--- config.mk ---
export PLATFORM = sky130hd
export DESIGN_NAME = light_phase_schedule_sequencer_flat
export DESIGN_NICKNAME = d
export VERILOG_FILES = /design/src/hdl/lpss_pkg.sv /design/src/hdl/lpss_if.sv /design/src/hdl/lpss_ctrl.sv /design/src/hdl/lpss_dp.sv /design/src/hdl/light_phase_schedule_sequencer.sv /design/src/flat_wrapper.sv
export VERILOG_INCLUDE_DIRS = /design/src /design/src/hdl
export SDC_FILE = /design/constraint.sdc
export NUM_CORES = 2
export LEC_CHECK = 0
export ABC_AREA = 1
export BUFFER_PORTS_ARGS = -buffer_cell sky130_fd_sc_hd__buf_2
export CAP_MARGIN = 20
export CELL_PAD_IN_SITES_DETAIL_PLACEMENT = 0
export CELL_PAD_IN_SITES_GLOBAL_PLACEMENT = 1
export CORE_ASPECT_RATIO = 0.7
export CORE_MARGIN = 2
export CORE_UTILIZATION = 54
export CTS_CLUSTER_SIZE = 14
export DETAILED_ROUTE_END_ITERATION = 10
export PLACE_DENSITY_LB_ADDON = 0.08
export SYNTH_ARGS = -nofsm -noshare
export SYNTH_HDL_FRONTEND = slang
export SYNTH_SLANG_ARGS = --single-unit
export TNS_END_PERCENT = 1
--- constraint.sdc ---
create_clock -name clk -period 12.3 [get_ports clk]
set_input_delay 0.615 -clock clk [delete_from_list [all_inputs] [get_ports clk]]
set_output_delay 0.615 -clock clk [all_outputs]
set_load 0.05 [all_outputs]
--- src/hdl/light_phase_schedule_sequencer_assert.svh ---
// Assertion macros shared by the light phase schedule sequencer modules.
`ifndef LIGHT_PHASE_SCHEDULE_SEQUENCER_ASSERT_SVH
`define LIGHT_PHASE_SCHEDULE_SEQUENCER_ASSERT_SVH

`ifndef NO_ASSERTIONS
// Check a property on every rising edge, skipped while reset is high.
`define LPSS_ASSERT(label, clk, rst, prop, msg) \
  label: assert property (@(posedge clk) disable iff (rst) prop) else $error(msg);
// Check a property on every rising edge, reset included.
`define LPSS_ASSERT_ALWAYS(label, clk, prop, msg) \
  label: assert property (@(posedge clk) prop) else $error(msg);
`else
`define LPSS_ASSERT(label, clk, rst, prop, msg)
`define LPSS_ASSERT_ALWAYS(label, clk, prop, msg)
`endif

`endif

--- src/hdl/lpss_pkg.sv ---
// Types, constants and codes of the light phase schedule sequencer.
package lpss_pkg;

  localparam int MAX_ENTRIES_DEF = 8;

  localparam int CMD_W     = 2;
  localparam int ELAPSED_W = 32;
  localparam int WIDX_W    = 3;
  localparam int SEC_W     = 22;
  localparam int REP_W     = 8;
  localparam int LEVEL_W   = 7;
  localparam int POS_W     = 4;
  localparam int TICK_W    = 10;
  localparam int MS_W      = 32;
  localparam int DUR_W     = SEC_W + 1;
  localparam int SPAN_W    = DUR_W + REP_W;
  localparam int QBIT_W    = 3;
  localparam int PROD_W    = DUR_W + 10;

  localparam int MS_PER_SECOND = 1000;
  localparam logic [LEVEL_W-1:0] LEVEL_ON  = LEVEL_W'(100);
  localparam logic [LEVEL_W-1:0] LEVEL_OFF = '0;
  localparam logic [TICK_W-1:0]  TICK_MS_RESET = TICK_W'(100);

  localparam int CFG_INDEX_W = 2;
  localparam int CFG_DATA_W  = 10;

  typedef enum logic [CMD_W-1:0] {
    CMD_TICK    = 2'd0,
    CMD_RESYNC  = 2'd1,
    CMD_WRITE   = 2'd2,
    CMD_RESTART = 2'd3
  } command_t;

  typedef enum logic [CFG_INDEX_W-1:0] {
    REG_SCHEDULE_COUNT = 2'd0,
    REG_TICK_MS        = 2'd1
  } cfg_reg_t;

  typedef struct packed {
    logic [SEC_W-1:0] on_s;
    logic [SEC_W-1:0] off_s;
    logic [REP_W-1:0] reps;
  } entry_t;

  typedef enum logic [3:0] {
    S_IDLE,
    S_WRITE,
    S_RESTART,
    S_TICK_RD,
    S_TICK_MUL,
    S_TICK_EXEC,
    S_RS_RD,
    S_RS_SPAN,
    S_RS_MUL,
    S_RS_CMP,
    S_RS_DIV,
    S_RS_FIN1,
    S_RS_FIN2,
    S_RS_FIN3,
    S_EMIT
  } state_t;

  typedef struct packed {
    logic in_load;
    logic mem_write;
    logic restart;
    logic rd_tick;
    logic tick_mul;
    logic tick_exec;
    logic rd_walk;
    logic rs_span;
    logic rs_mul;
    logic rs_cmp;
    logic div_step;
    logic rs_fin1;
    logic rs_fin2;
    logic rs_commit;
    logic rs_finish;
    logic out_load;
  } cmd_t;

  typedef struct packed {
    logic walk_end;
    logic dur_zero;
    logic in_range;
    logic div_last;
    logic out_free;
  } status_t;

endpackage

--- src/hdl/lpss_if.sv ---
// Channel interfaces: input item, result word and configuration write.
interface lpss_item_if import lpss_pkg::*; ();
  logic                 valid;
  logic                 ready;
  logic [CMD_W-1:0]     command;
  logic [ELAPSED_W-1:0] elapsed_seconds;
  logic [WIDX_W-1:0]    entry_index;
  logic [SEC_W-1:0]     on_seconds;
  logic [SEC_W-1:0]     off_seconds;
  logic [REP_W-1:0]     repeat_count;

  modport source (output valid, command, elapsed_seconds, entry_index, on_seconds,
                  off_seconds, repeat_count, input ready);
  modport sink (input valid, command, elapsed_seconds, entry_index, on_seconds,
                off_seconds, repeat_count, output ready);
endinterface

interface lpss_result_if import lpss_pkg::*; ();
  logic               valid;
  logic               ready;
  logic [LEVEL_W-1:0] light_level;
  logic               level_changed;
  logic               phase_is_on;
  logic               all_done;
  logic [POS_W-1:0]   entry_position;
  logic [REP_W-1:0]   repetition_position;

  modport source (output valid, light_level, level_changed, phase_is_on, all_done,
                  entry_position, repetition_position, input ready);
  modport sink (input valid, light_level, level_changed, phase_is_on, all_done,
                entry_position, repetition_position, output ready);
endinterface

interface lpss_cfg_if import lpss_pkg::*; ();
  logic                   valid;
  logic                   ready;
  logic [CFG_INDEX_W-1:0] index;
  logic [CFG_DATA_W-1:0]  data;

  modport source (output valid, index, data, input ready);
  modport sink (input valid, index, data, output ready);
endinterface

--- src/hdl/lpss_ctrl.sv ---
// Controller state machine: sequences tick, resync, write and restart items.
`include "light_phase_schedule_sequencer_assert.svh"

module lpss_ctrl import lpss_pkg::*; (
  input  logic             clk,
  input  logic             rst,
  input  logic             item_valid,
  input  logic [CMD_W-1:0] item_command,
  output logic             in_ready,
  input  status_t          status,
  output cmd_t             cmd
);

  state_t state;
  state_t state_next;

  always_ff @(posedge clk) begin
    if (rst) begin
      state <= S_IDLE;
    end else begin
      state <= state_next;
    end
  end

  always_comb begin
    state_next = state;
    cmd        = '0;
    in_ready   = 1'b0;
    case (state)
      S_IDLE: begin
        in_ready = 1'b1;
        if (item_valid) begin
          cmd.in_load = 1'b1;
          case (command_t'(item_command))
            CMD_TICK:    state_next = S_TICK_RD;
            CMD_RESYNC:  state_next = S_RS_RD;
            CMD_WRITE:   state_next = S_WRITE;
            CMD_RESTART: state_next = S_RESTART;
            default:     state_next = S_IDLE;
          endcase
        end
      end
      S_WRITE: begin
        cmd.mem_write = 1'b1;
        state_next    = S_EMIT;
      end
      S_RESTART: begin
        cmd.restart = 1'b1;
        state_next  = S_EMIT;
      end
      S_TICK_RD: begin
        cmd.rd_tick = 1'b1;
        state_next  = S_TICK_MUL;
      end
      S_TICK_MUL: begin
        cmd.tick_mul = 1'b1;
        state_next   = S_TICK_EXEC;
      end
      S_TICK_EXEC: begin
        cmd.tick_exec = 1'b1;
        state_next    = S_EMIT;
      end
      S_RS_RD: begin
        if (status.walk_end) begin
          cmd.rs_finish = 1'b1;
          state_next    = S_EMIT;
        end else begin
          cmd.rd_walk = 1'b1;
          state_next  = S_RS_SPAN;
        end
      end
      S_RS_SPAN: begin
        cmd.rs_span = 1'b1;
        state_next  = S_RS_MUL;
      end
      S_RS_MUL: begin
        cmd.rs_mul = 1'b1;
        state_next = status.dur_zero ? S_RS_RD : S_RS_CMP;
      end
      S_RS_CMP: begin
        cmd.rs_cmp = 1'b1;
        state_next = status.in_range ? S_RS_DIV : S_RS_RD;
      end
      S_RS_DIV: begin
        cmd.div_step = 1'b1;
        if (status.div_last) begin
          state_next = S_RS_FIN1;
        end
      end
      S_RS_FIN1: begin
        cmd.rs_fin1 = 1'b1;
        state_next  = S_RS_FIN2;
      end
      S_RS_FIN2: begin
        cmd.rs_fin2 = 1'b1;
        state_next  = S_RS_FIN3;
      end
      S_RS_FIN3: begin
        cmd.rs_commit = 1'b1;
        state_next    = S_EMIT;
      end
      S_EMIT: begin
        // hold here until the result register is free
        if (status.out_free) begin
          cmd.out_load = 1'b1;
          state_next   = S_IDLE;
        end
      end
      default: begin
        state_next = S_IDLE;
      end
    endcase
  end

  `LPSS_ASSERT(a_tick_starts_read, clk, rst, (item_valid && in_ready && item_command == CMD_TICK) |=> state == S_TICK_RD, "tick item did not start a table read")
  `LPSS_ASSERT(a_emit_returns_idle, clk, rst, cmd.out_load |=> (state == S_IDLE && !cmd.out_load), "result load not followed by idle")
  `LPSS_ASSERT_ALWAYS(a_reset_idle, clk, rst |=> state == S_IDLE, "controller not idle after reset")

endmodule

--- src/hdl/lpss_dp.sv ---
// Datapath: configuration, entry table, schedule state, resync walk and result word.
`include "light_phase_schedule_sequencer_assert.svh"

module lpss_dp import lpss_pkg::*; #(
  parameter int MAX_ENTRIES = MAX_ENTRIES_DEF
) (
  input  logic                   clk,
  input  logic                   rst,
  input  cmd_t                   cmd,
  output status_t                status,
  // item payload
  input  logic [ELAPSED_W-1:0]   in_elapsed_seconds,
  input  logic [WIDX_W-1:0]      in_entry_index,
  input  logic [SEC_W-1:0]       in_on_seconds,
  input  logic [SEC_W-1:0]       in_off_seconds,
  input  logic [REP_W-1:0]       in_repeat_count,
  // configuration writes
  input  logic                   cfg_write,
  input  logic [CFG_INDEX_W-1:0] cfg_index,
  input  logic [CFG_DATA_W-1:0]  cfg_data,
  // result word
  input  logic                   out_ready,
  output logic                   out_valid,
  output logic [LEVEL_W-1:0]     out_light_level,
  output logic                   out_level_changed,
  output logic                   out_phase_is_on,
  output logic                   out_all_done,
  output logic [POS_W-1:0]       out_entry_position,
  output logic [REP_W-1:0]       out_repetition_position
);

  localparam int AW = (MAX_ENTRIES > 1) ? $clog2(MAX_ENTRIES) : 1;

  // configuration
  logic [POS_W-1:0]  schedule_count;
  logic [TICK_W-1:0] tick_ms;
  logic [POS_W-1:0]  count;

  // latched item payload
  logic [ELAPSED_W-1:0] elapsed_r;
  logic [WIDX_W-1:0]    widx_r;
  entry_t               wentry_r;

  // entry table
  entry_t mem [MAX_ENTRIES];
  entry_t rd_data;
  logic [AW-1:0] rd_addr;
  logic          wr_ok;

  // schedule state
  logic [POS_W-1:0]   pos;
  logic [REP_W-1:0]   rep;
  logic               lamp_lit;
  logic [MS_W-1:0]    phase_len;
  logic [MS_W-1:0]    phase_elapsed;
  logic               finished;
  logic [LEVEL_W-1:0] level;
  logic               changed;

  // resync walk and shared multiplier
  logic [POS_W-1:0]  walk_idx;
  logic [MS_W-1:0]   acc;
  logic [DUR_W-1:0]  dur_r;
  logic [SPAN_W-1:0] span_r;
  logic [SPAN_W-1:0] rem;
  logic [REP_W-1:0]  quo;
  logic [QBIT_W-1:0] div_k;
  logic              rs_on;
  logic [REP_W-1:0]  rs_rep;
  logic [DUR_W-1:0]  mul_op_r;
  logic [MS_W-1:0]   prod;

  logic [DUR_W-1:0]  mul_in;
  logic [PROD_W-1:0] prod_full;
  logic [MS_W:0]     tick_sum;
  logic [MS_W-1:0]   elapsed_next;
  logic [MS_W:0]     reach;
  logic [SPAN_W-1:0] shifted;
  logic [SPAN_W-1:0] on_ext;
  logic              rs_on_next;

  assign count = (int'(schedule_count) > MAX_ENTRIES) ? POS_W'(MAX_ENTRIES) : schedule_count;

  // configuration registers
  always_ff @(posedge clk) begin
    if (rst) begin
      schedule_count <= '0;
      tick_ms        <= TICK_MS_RESET;
    end else if (cfg_write) begin
      case (cfg_reg_t'(cfg_index))
        REG_SCHEDULE_COUNT: schedule_count <= cfg_data[POS_W-1:0];
        REG_TICK_MS:        tick_ms        <= cfg_data[TICK_W-1:0];
        default:            ;
      endcase
    end
  end

  // entry table: one write port, one registered read port
  assign wr_ok   = int'(widx_r) < MAX_ENTRIES;
  assign rd_addr = cmd.rd_tick ? AW'(pos) : AW'(walk_idx);

  always_ff @(posedge clk) begin
    if (cmd.mem_write && wr_ok) begin
      mem[AW'(widx_r)] <= wentry_r;
    end
    if (cmd.rd_tick || cmd.rd_walk) begin
      rd_data <= mem[rd_addr];
    end
  end

  // shared seconds-to-milliseconds multiplier
  assign mul_in    = cmd.tick_mul ? (lamp_lit ? DUR_W'(rd_data.off_s) : DUR_W'(rd_data.on_s))
                                  : mul_op_r;
  assign prod_full = PROD_W'(mul_in) * PROD_W'(MS_PER_SECOND);

  assign tick_sum     = {1'b0, phase_elapsed} + (MS_W + 1)'(tick_ms);
  assign elapsed_next = tick_sum[MS_W] ? '1 : tick_sum[MS_W-1:0];

  assign reach      = {1'b0, acc} + (MS_W + 1)'(span_r);
  assign shifted    = SPAN_W'(dur_r) << div_k;
  assign on_ext     = SPAN_W'(rd_data.on_s);
  assign rs_on_next = rem < on_ext;

  assign status.walk_end = walk_idx >= count;
  assign status.dur_zero = dur_r == '0;
  assign status.in_range = {1'b0, elapsed_r} < reach;
  assign status.div_last = div_k == '0;
  assign status.out_free = !out_valid || out_ready;

  // payload latches and resync working registers
  always_ff @(posedge clk) begin
    if (cmd.in_load) begin
      elapsed_r      <= in_elapsed_seconds;
      widx_r         <= in_entry_index;
      wentry_r.on_s  <= in_on_seconds;
      wentry_r.off_s <= in_off_seconds;
      wentry_r.reps  <= in_repeat_count;
      walk_idx       <= '0;
      acc            <= '0;
    end
    if (cmd.tick_mul || cmd.rs_fin2) begin
      prod <= prod_full[MS_W-1:0];
    end
    if (cmd.rs_span) begin
      dur_r <= DUR_W'(rd_data.on_s) + DUR_W'(rd_data.off_s);
    end
    if (cmd.rs_mul) begin
      if (dur_r == '0) begin
        walk_idx <= walk_idx + POS_W'(1);
      end else begin
        span_r <= SPAN_W'(dur_r) * SPAN_W'(rd_data.reps);
      end
    end
    if (cmd.rs_cmp) begin
      if ({1'b0, elapsed_r} < reach) begin
        rem   <= SPAN_W'(elapsed_r - acc);
        quo   <= '0;
        div_k <= QBIT_W'(REP_W - 1);
      end else begin
        acc      <= reach[MS_W-1:0];
        walk_idx <= walk_idx + POS_W'(1);
      end
    end
    // one quotient bit per cycle: repetition number and offset into it
    if (cmd.div_step) begin
      if (rem >= shifted) begin
        rem        <= rem - shifted;
        quo[div_k] <= 1'b1;
      end
      div_k <= div_k - QBIT_W'(1);
    end
    if (cmd.rs_fin1) begin
      rs_on    <= rs_on_next;
      mul_op_r <= rs_on_next ? DUR_W'(on_ext - rem) : DUR_W'(SPAN_W'(dur_r) - rem);
      rs_rep   <= rs_on_next ? quo : quo + REP_W'(1);
    end
  end

  // schedule state
  always_ff @(posedge clk) begin
    if (rst) begin
      pos           <= '0;
      rep           <= '0;
      lamp_lit      <= 1'b0;
      phase_len     <= '0;
      phase_elapsed <= '0;
      finished      <= 1'b0;
      level         <= LEVEL_OFF;
      changed       <= 1'b0;
    end else begin
      if (cmd.in_load) begin
        changed <= 1'b0;
      end
      if (cmd.restart) begin
        pos           <= '0;
        rep           <= '0;
        lamp_lit      <= 1'b0;
        phase_len     <= '0;
        phase_elapsed <= '0;
        finished      <= 1'b0;
      end
      if (cmd.tick_exec) begin
        if (finished) begin
          level   <= LEVEL_OFF;
          changed <= level != LEVEL_OFF;
        end else begin
          if (pos >= count) begin
            phase_elapsed <= elapsed_next;
            finished      <= 1'b1;
            level         <= LEVEL_OFF;
            changed       <= level != LEVEL_OFF;
          end else if (rep < rd_data.reps) begin
            if (phase_len == '0) begin
              phase_len     <= prod;
              phase_elapsed <= '0;
              if (!lamp_lit) begin
                lamp_lit <= 1'b1;
                level    <= LEVEL_ON;
                changed  <= level != LEVEL_ON;
              end else begin
                lamp_lit <= 1'b0;
                level    <= LEVEL_OFF;
                changed  <= level != LEVEL_OFF;
                rep      <= rep + REP_W'(1);
              end
            end else begin
              phase_elapsed <= elapsed_next;
              if (elapsed_next >= phase_len) begin
                phase_len <= '0;
              end
            end
          end else begin
            phase_elapsed <= elapsed_next;
            pos           <= pos + POS_W'(1);
            rep           <= '0;
            lamp_lit      <= 1'b0;
            phase_len     <= '0;
          end
        end
      end
      if (cmd.rs_commit) begin
        pos           <= walk_idx;
        rep           <= rs_rep;
        lamp_lit      <= rs_on;
        phase_len     <= prod;
        phase_elapsed <= '0;
        finished      <= 1'b0;
      end
      if (cmd.rs_finish) begin
        pos      <= count;
        finished <= 1'b1;
      end
    end
  end

  // result word register
  always_ff @(posedge clk) begin
    if (rst) begin
      out_valid <= 1'b0;
    end else if (cmd.out_load) begin
      out_valid <= 1'b1;
    end else if (out_ready) begin
      out_valid <= 1'b0;
    end
  end

  always_ff @(posedge clk) begin
    if (cmd.out_load) begin
      out_light_level         <= level;
      out_level_changed       <= changed;
      out_phase_is_on         <= lamp_lit;
      out_all_done            <= finished;
      out_entry_position      <= pos;
      out_repetition_position <= rep;
    end
  end

  `LPSS_ASSERT(a_level_two_values, clk, rst, (level == LEVEL_OFF) || (level == LEVEL_ON), "light level neither off nor on")
  `LPSS_ASSERT(a_div_remainder, clk, rst, cmd.rs_fin1 |-> (rem < SPAN_W'(dur_r)), "resync remainder not below entry period")
  `LPSS_ASSERT(a_finished_dark, clk, rst, (cmd.tick_exec && finished) |=> (level == LEVEL_OFF && finished), "finished schedule left the light on")

endmodule

--- src/hdl/light_phase_schedule_sequencer.sv ---
// Top level of the light phase schedule sequencer: controller, datapath and channel wiring.
// Write and restart items go straight to the result word; a tick reads the table entry,
// converts the phase length and steps the schedule; a resync walks the table entry by
// entry, divides out the repetition where the time lies, or finishes past the last entry.
// One item at a time: the next item is taken the cycle after the result word is loaded,
// and a waiting result word holds the block; each table read is registered.
// Synchronous active-high reset clears the schedule position, light state and config
// (schedule_count 0, tick_ms 100); the entry table is undefined until written.
module light_phase_schedule_sequencer import lpss_pkg::*; #(
  parameter int MAX_ENTRIES = MAX_ENTRIES_DEF
) (
  input  logic          clk,
  input  logic          rst,
  lpss_item_if.sink     item,
  lpss_result_if.source result,
  lpss_cfg_if.sink      cfg
);

  cmd_t    cmd;
  status_t status;
  logic    in_ready;

  // configuration writes are taken on any cycle outside reset
  assign cfg.ready  = !rst;
  assign item.ready = in_ready && !rst;

  // controller: decode the command word, step through the item's work
  lpss_ctrl u_ctrl (
    .clk          (clk),
    .rst          (rst),
    .item_valid   (item.valid),
    .item_command (item.command),
    .in_ready     (in_ready),
    .status       (status),
    .cmd          (cmd)
  );

  // datapath: table, schedule state, resync walk and the result register
  lpss_dp #(
    .MAX_ENTRIES (MAX_ENTRIES)
  ) u_dp (
    .clk                     (clk),
    .rst                     (rst),
    .cmd                     (cmd),
    .status                  (status),
    .in_elapsed_seconds      (item.elapsed_seconds),
    .in_entry_index          (item.entry_index),
    .in_on_seconds           (item.on_seconds),
    .in_off_seconds          (item.off_seconds),
    .in_repeat_count         (item.repeat_count),
    .cfg_write               (cfg.valid),
    .cfg_index               (cfg.index),
    .cfg_data                (cfg.data),
    .out_ready               (result.ready),
    .out_valid               (result.valid),
    .out_light_level         (result.light_level),
    .out_level_changed       (result.level_changed),
    .out_phase_is_on         (result.phase_is_on),
    .out_all_done            (result.all_done),
    .out_entry_position      (result.entry_position),
    .out_repetition_position (result.repetition_position)
  );

endmodule
--- src/flat_wrapper.sv ---
// flat-port wrapper written by rule: the top's interface ports become plain ports
module light_phase_schedule_sequencer_flat import lpss_pkg::*;
#(
  parameter int MAX_ENTRIES = MAX_ENTRIES_DEF
)
  (clk, rst, item_valid, item_command, item_elapsed_seconds, item_entry_index, item_on_seconds, item_off_seconds, item_repeat_count, item_ready, result_valid, result_light_level, result_level_changed, result_phase_is_on, result_all_done, result_entry_position, result_repetition_position, result_ready, cfg_valid, cfg_index, cfg_data, cfg_ready);
  lpss_item_if item_i ();
  lpss_result_if result_i ();
  lpss_cfg_if cfg_i ();
  input  logic clk;
  input  logic rst;
  input wire logic [$bits(item_i.valid)-1:0] item_valid;
  input wire logic [$bits(item_i.command)-1:0] item_command;
  input wire logic [$bits(item_i.elapsed_seconds)-1:0] item_elapsed_seconds;
  input wire logic [$bits(item_i.entry_index)-1:0] item_entry_index;
  input wire logic [$bits(item_i.on_seconds)-1:0] item_on_seconds;
  input wire logic [$bits(item_i.off_seconds)-1:0] item_off_seconds;
  input wire logic [$bits(item_i.repeat_count)-1:0] item_repeat_count;
  output wire logic [$bits(item_i.ready)-1:0] item_ready;
  output wire logic [$bits(result_i.valid)-1:0] result_valid;
  output wire logic [$bits(result_i.light_level)-1:0] result_light_level;
  output wire logic [$bits(result_i.level_changed)-1:0] result_level_changed;
  output wire logic [$bits(result_i.phase_is_on)-1:0] result_phase_is_on;
  output wire logic [$bits(result_i.all_done)-1:0] result_all_done;
  output wire logic [$bits(result_i.entry_position)-1:0] result_entry_position;
  output wire logic [$bits(result_i.repetition_position)-1:0] result_repetition_position;
  input wire logic [$bits(result_i.ready)-1:0] result_ready;
  input wire logic [$bits(cfg_i.valid)-1:0] cfg_valid;
  input wire logic [$bits(cfg_i.index)-1:0] cfg_index;
  input wire logic [$bits(cfg_i.data)-1:0] cfg_data;
  output wire logic [$bits(cfg_i.ready)-1:0] cfg_ready;
  assign item_i.valid = item_valid;
  assign item_i.command = item_command;
  assign item_i.elapsed_seconds = item_elapsed_seconds;
  assign item_i.entry_index = item_entry_index;
  assign item_i.on_seconds = item_on_seconds;
  assign item_i.off_seconds = item_off_seconds;
  assign item_i.repeat_count = item_repeat_count;
  assign item_ready = item_i.ready;
  assign result_valid = result_i.valid;
  assign result_light_level = result_i.light_level;
  assign result_level_changed = result_i.level_changed;
  assign result_phase_is_on = result_i.phase_is_on;
  assign result_all_done = result_i.all_done;
  assign result_entry_position = result_i.entry_position;
  assign result_repetition_position = result_i.repetition_position;
  assign result_i.ready = result_ready;
  assign cfg_i.valid = cfg_valid;
  assign cfg_i.index = cfg_index;
  assign cfg_i.data = cfg_data;
  assign cfg_ready = cfg_i.ready;
  light_phase_schedule_sequencer #(.MAX_ENTRIES(MAX_ENTRIES)) u_core (.clk(clk), .rst(rst), .item(item_i), .result(result_i), .cfg(cfg_i));
endmodule
# Word-level counts from Yosys, hierarchy flattened
# Memory sizes are Yosys's and may differ from the RTL's. A register that Yosys moved wholly into a read port is not among the register bits.
# Index checks and enable logic that the tools add are counted.
# word_totals
n_memories	1
ramBits	416
output_inout_bits	25
wordCells	228
register_bits	407
input_bits	106
# classes
n_addsub	12
eq_ne	22
n_reduce_logical	27
multipliers	2
order_cmp	10
shift	1
n_bitwise	2
mux	116
# memory_table
name	depth	word_bits	rd	rd_ports_with_merged_regs	wr	line	source
u_core.u_dp.mem	8	52	1	1	1	lpss_dp.sv:45	entry_t mem [MAX_ENTRIES];
# op_table
operator	count
32-bit 2-to-1 mux	18
31-bit 2-to-1 mux	4
8-bit 2-to-1 mux	13
4-bit 2-to-1 mux	19
31-bit subtractor	2
4-bit one-hot mux with 12 select lines	1
1-bit 2-to-1 mux	47
23-bit 2-to-1 mux	2
7-bit 2-to-1 mux	5
32-bit by 10-bit adder with 33-bit output	1
32-bit by 31-bit adder with 33-bit output	1
32-bit by 33-bit < comparator with 1-bit output	1
32-bit greater-or-equal comparator	1
32-bit zero test	1
31-bit greater-or-equal comparator	1
31-bit by 22-bit < comparator with 1-bit output	1
23-bit by 8-bit multiplier with 31-bit output	1
23-bit by 3-bit left shift with 31-bit output	1
23-bit by 7-bit multiplier with 29-bit output, second input constant	1
4-bit == test, second input constant	7
22-bit by 22-bit adder with 23-bit output	1
23-bit zero test	1
22-bit by 23-bit subtractor with 23-bit output	1
23-bit subtractor	1
other kinds (35)	60

# Longest topological paths before layout
# depth
depth_word	10
depth_mapped	32

# Modules after synthesis
# Synthesis repeated with hierarchy kept, for this count alone.
# unflattened
cells_unflattened	5971
area_unflattened_um2	54207.0
# by_module_without_submodules
mod	seq_area_each_um2	cells_each	instances	area_each_um2
lpss_dp	24093.1	5869	1	53681.5
lpss_ctrl	80.1	99	1	511.7
light_phase_schedule_sequencer	0.0	3	1	13.8

# Least setup slack after synthesis
# OpenSTA, ideal clock, no wires.
# synth_timing
path_type	reg-to-reg
startpoint	register u_core.u_ctrl.state[0]
endpoint	register u_core.u_dp.prod[24], data pin
arrival_time_ns	5.369
period_less_slack_ns	5.634
path_buffers	1
setup_slack_ns	6.666
path_stages_with_launch	25
cell_sequence	dfxtp_1 -> nor2_1 -> inv_1 -> nor2_1 -> clkbuf_1 -> inv_1 -> o21ai_0 -> inv_1 -> fa_1 -> inv_1 -> fa_1 -> inv_1 -> fa_1 -> inv_1 -> fa_1 -> ha_1 -> a21oi_1 -> nand2_1 -> a21oi_1 -> o21ai_2 -> a21oi_1 -> o21ai_0 -> a21boi_2 -> o21ai_0 -> xor2_1
# synth_between
elab_chain_len	4
# synth_rtl
item	line	source
start: declaration	lpss_ctrl.sv:14	state_t state;
start signal: assignment	lpss_ctrl.sv:21	state <= state_next;
4-bit by 3-bit == test with 1-bit output	lpss_ctrl.sv:29	case (state)
1-bit 2-to-1 mux	lpss_ctrl.sv:29	
23-bit 2-to-1 mux	lpss_dp.sv:112	assign mul_in = cmd.tick_mul ? (lamp_lit ? DUR_W'(rd_data.off_s) : DUR_W'(rd_data.on_s))
via u_core.u_dp.mul_in[0]	lpss_dp.sv:73	logic [DUR_W-1:0] mul_in;
23-bit by 7-bit multiplier with 29-bit output	lpss_dp.sv:114	assign prod_full = PROD_W'(mul_in) * PROD_W'(MS_PER_SECOND);
via u_core.u_dp.prod_full[24]	lpss_dp.sv:74	logic [PROD_W-1:0] prod_full;
end signal: assignment	lpss_dp.sv:142	prod <= prod_full[MS_W-1:0];
end: declaration	lpss_dp.sv:71	logic [MS_W-1:0] prod;
# The timed path passes the listed nets, and every way through them passes these cells.
# A chain may end at the register's enable or synchronous reset.

# Final worst setup path
# Same ends and word-level chain as after synthesis.

==> results by group <==
STA
  – Slew headroom: 23.4%
  – Final Hold Vio Count: 0
  – Final period util: 54.1%
  – WHS: 66.1 ps
  – Unrepaired setup endpoints after global routing: false
  – Setup TNS: 0 ps
  – Pins over their slew limit: 0
  – Layout Skew: 54.8 ps
  – Final min period: 6650 ps
  – F_max: 150 MHz
  – Worst Tran Pin Value: 1150 ps
  – Final setup fails: 0

Placed design
  – Placed insts: 7,118
  – DPL Wire Length: 109 mm
  – Placed inst area: 56,000 um^2
  – IO Port Bufs: 126
  – Final GP Congestion: 0.973

CTS
  – Postcts setup bufs: 0
  – Clk sinks: 863
  – CTS tree: done
  – Total CTS buffers: 87
  – CTS Hold Bufs: 0
  – Post_cts resized: 0
  – Clk root buf: clkbuf_16
  – H-tree Lvls: 3
  – Clock edge transition at the registers on the reported setup and hold paths: 60 ps
  – Clk buf depth: 3
  – Clock latency on the worst-skew pair: 720 ps

Route
  – Drt wl/cell: 20.8 um
  – Drt total wl: 152 mm
  – 1st-iter DRT viols: 4,164
  – Routed vias/inst: 5.66
  – Vias post-DR: 41,232
  – Final ANT Viol Nets: 0
  – DRC violations left: 0
  – DRT Pass-1 Iters: 5

Final layout
  – Antenna Cells: 0
  – Fillers: 8,844
  – Share of cells above drive strength 1: 7.00%
  – # nets final: 6,560
  – Storage element area: 24,200 um^2
  – Finished Cell Area: 58,900 um^2
  – Most frequent cells in the layout: nand2_1, inv_1, edfxtp_1
  – Multi-input gate area: 26,400 um^2
  – Layout Cells excl Fill: 7,283
  – Commonest non-fill, non-tap cell in the layout: nand2_1
  – Area Overhead vs Synth: 8.73%

Power
  – Cell area power density: 251 nW/um^2
  – P_leak: 24.7 nW
  – Peak supply drop: 301 uV

Synthesis
  – Post-synth ARST share: 0%
  – Mapped Area: 54,200 um^2
  – Register area share after synthesis: 44.6%
  – Mapped Cells: 5,825
  – Synth Flop Type: edfxtp_1
  – Yosys reg bits: 863
  – Synthesis warning total: 0
  – Mapped Avg Cell Area: 9.31 um^2
  – Post-synth EDFFs: 689
  – Distinct cells, synth: 68

Floorplanning
  – Core Region: 99,800 um^2
  – Die span in y: 269 um
  – Die area: 103,000 um^2
  – Std-Cell Rows: 97
  – Ports: 131
  – Die width: 383 um
  – Initial Util: 54.3%

GRT
  – Initial antenna violation count: 4
  – Number of global-route vias before repair: 38,422
  – Total track usage: 29.4%
  – First-pass GRT wire length: 231 mm
  – Global route total overflow: 0
  – Largest net degree at the start of global routing: 153

Job
  – Max cap viols: 0

Worst setup path
  – Crit Path Category: flip-flop to flip-flop
  – Crit path DAT: 7100 ps
  – Critical path startpoint category: flip-flop
  – CP required: 12,750 ps
  – Crit end category: flip-flop
  – Max FO, Critical Path: 39

Worst hold path
  – Hold WC Path Type: input pin to flip-flop

Run status
  – Status: complete, no violations
==> critical path, stage by stage (launching register included) <==
cell,delay [ps]
dfxtp_1,360
nor2_1,190
inv_1,120
nor2_2,130
buf_4,340
inv_1,190
o21ai_0,670
inv_1,140
fa_1,530
inv_1,70
fa_1,540
inv_1,50
fa_1,490
inv_1,50
fa_1,450
ha_1,330
a21oi_1,160
nand2_1,100
a21oi_1,360
o21ai_2,110
a21oi_1,260
o21ai_0,210
a21boi_2,230
o21ai_0,120
xor2_1,160
==> registers in the layout, summed over array words and instances (netlist names), 10 cells and up <==
name,flops
u_core.u_dp.mem,416
u_core.u_dp.wentry_r,52
u_core.u_dp.acc,32
u_core.u_dp.elapsed_r,32
u_core.u_dp.phase_elapsed,32
u_core.u_dp.phase_len,32
u_core.u_dp.rem,31
u_core.u_dp.span_r,31
u_core.u_dp.rd_data,30
u_core.u_dp.prod,29
u_core.u_dp.dur_r,23
u_core.u_dp.mul_op_r,23
u_core.u_dp.on_ext,22
u_core.u_dp.tick_ms,10
==> cell type report <==
type | count | share of cell area [%]
multi-input cells | 4013 | 44.8
flip-flops and latches | 863 | 41.0
inverters | 736 | 4.70
clock buffers | 115 | 3.94
well taps | 1336 | 2.84
repair buffers | 175 | 1.84
clock inverters | 45 | 0.858
==> cell families (layout without fill, tap and decap cells) <==
kind of cell	count (synthesis)	after routing	synth area share [%]
other	1	4	0.00692
AO/OA/AOI/OAI	1316	1316	13.9
XOR/XNOR	202	202	3.26
multiplexers	5	5	0.0923
flip-flops	863	863	44.6
adder cells (fa/ha/maj)	578	578	16.3
AND/OR/NAND/NOR	1908	1908	14.9
buffers and inverters	952	1071	6.90
==> metrics by stage <==
step | total power [mW] | worst slack [ps] | utilization, %
finish | 14.8 | 5650 | 59.1
global route | 16.0 | 5200 | 59.1
CTS | 14.8 | 5780 | 59.0
detailed placement | 12.1 | 5820 | 56.1
global placement | 12.0 | 5850 | 56.1
floorplan | 10.1 | 6670 | -
==> per-layer routing <==
metal,GRT usage [%],vias up,part of all wire (%)
li1,-,19943,-
met5,0,-,0.0073
met2,40.3,1457,39
met4,6.15,2,2.0
met3,8.71,174,10
met1,45.6,19656,48
==> final timing paths <==
| kind | start | end | slack [ps] | depth (start not counted) |
|---|---|---|---|---|
| max | u_core.u_ctrl.state[0] | u_core.u_dp.prod[24] | 5650 | 24 |
| min | item_on_seconds[12] | u_core.u_dp.wentry_r[42] | 70 | 1 |
| max reg2reg | u_core.u_ctrl.state[0] | u_core.u_dp.prod[24] | 5650 | 24 |
| min reg2reg | u_core.u_dp.tick_ms[6] | u_core.u_dp.tick_ms[6] | 470 | 2 |
==> where the power goes <==
part	internal, mW	switching (mW)	total [mW]
logic	2.84	4.89	7.73
registers	4.01	0.381	4.39
clock network	1.46	1.20	2.66
total	8.31	6.47	14.8
==> synthesized netlist by cell type (all sizes together), types with 36 or more instances <==
library cell     n  area share (%)
a21oi          327             3.1
fa             214             7.9
nand4           47            0.54
o21bai         126             1.8
a31oi           94             1.1
o21ai          574             5.4
xor2           123             2.0
dfxtp          174             6.4
nor3            48            0.48
clkbuf         142            0.99
nand3          229             2.3
ha             364             8.4
nor2           445             3.2
nand2         1072             7.5
inv            734             5.1
nor4            36            0.42
o22ai           59            0.68
buf             74            0.81
edfxtp         689              38
xnor2           79             1.3
No activity file was read; power rests on OpenSTA's default activity.
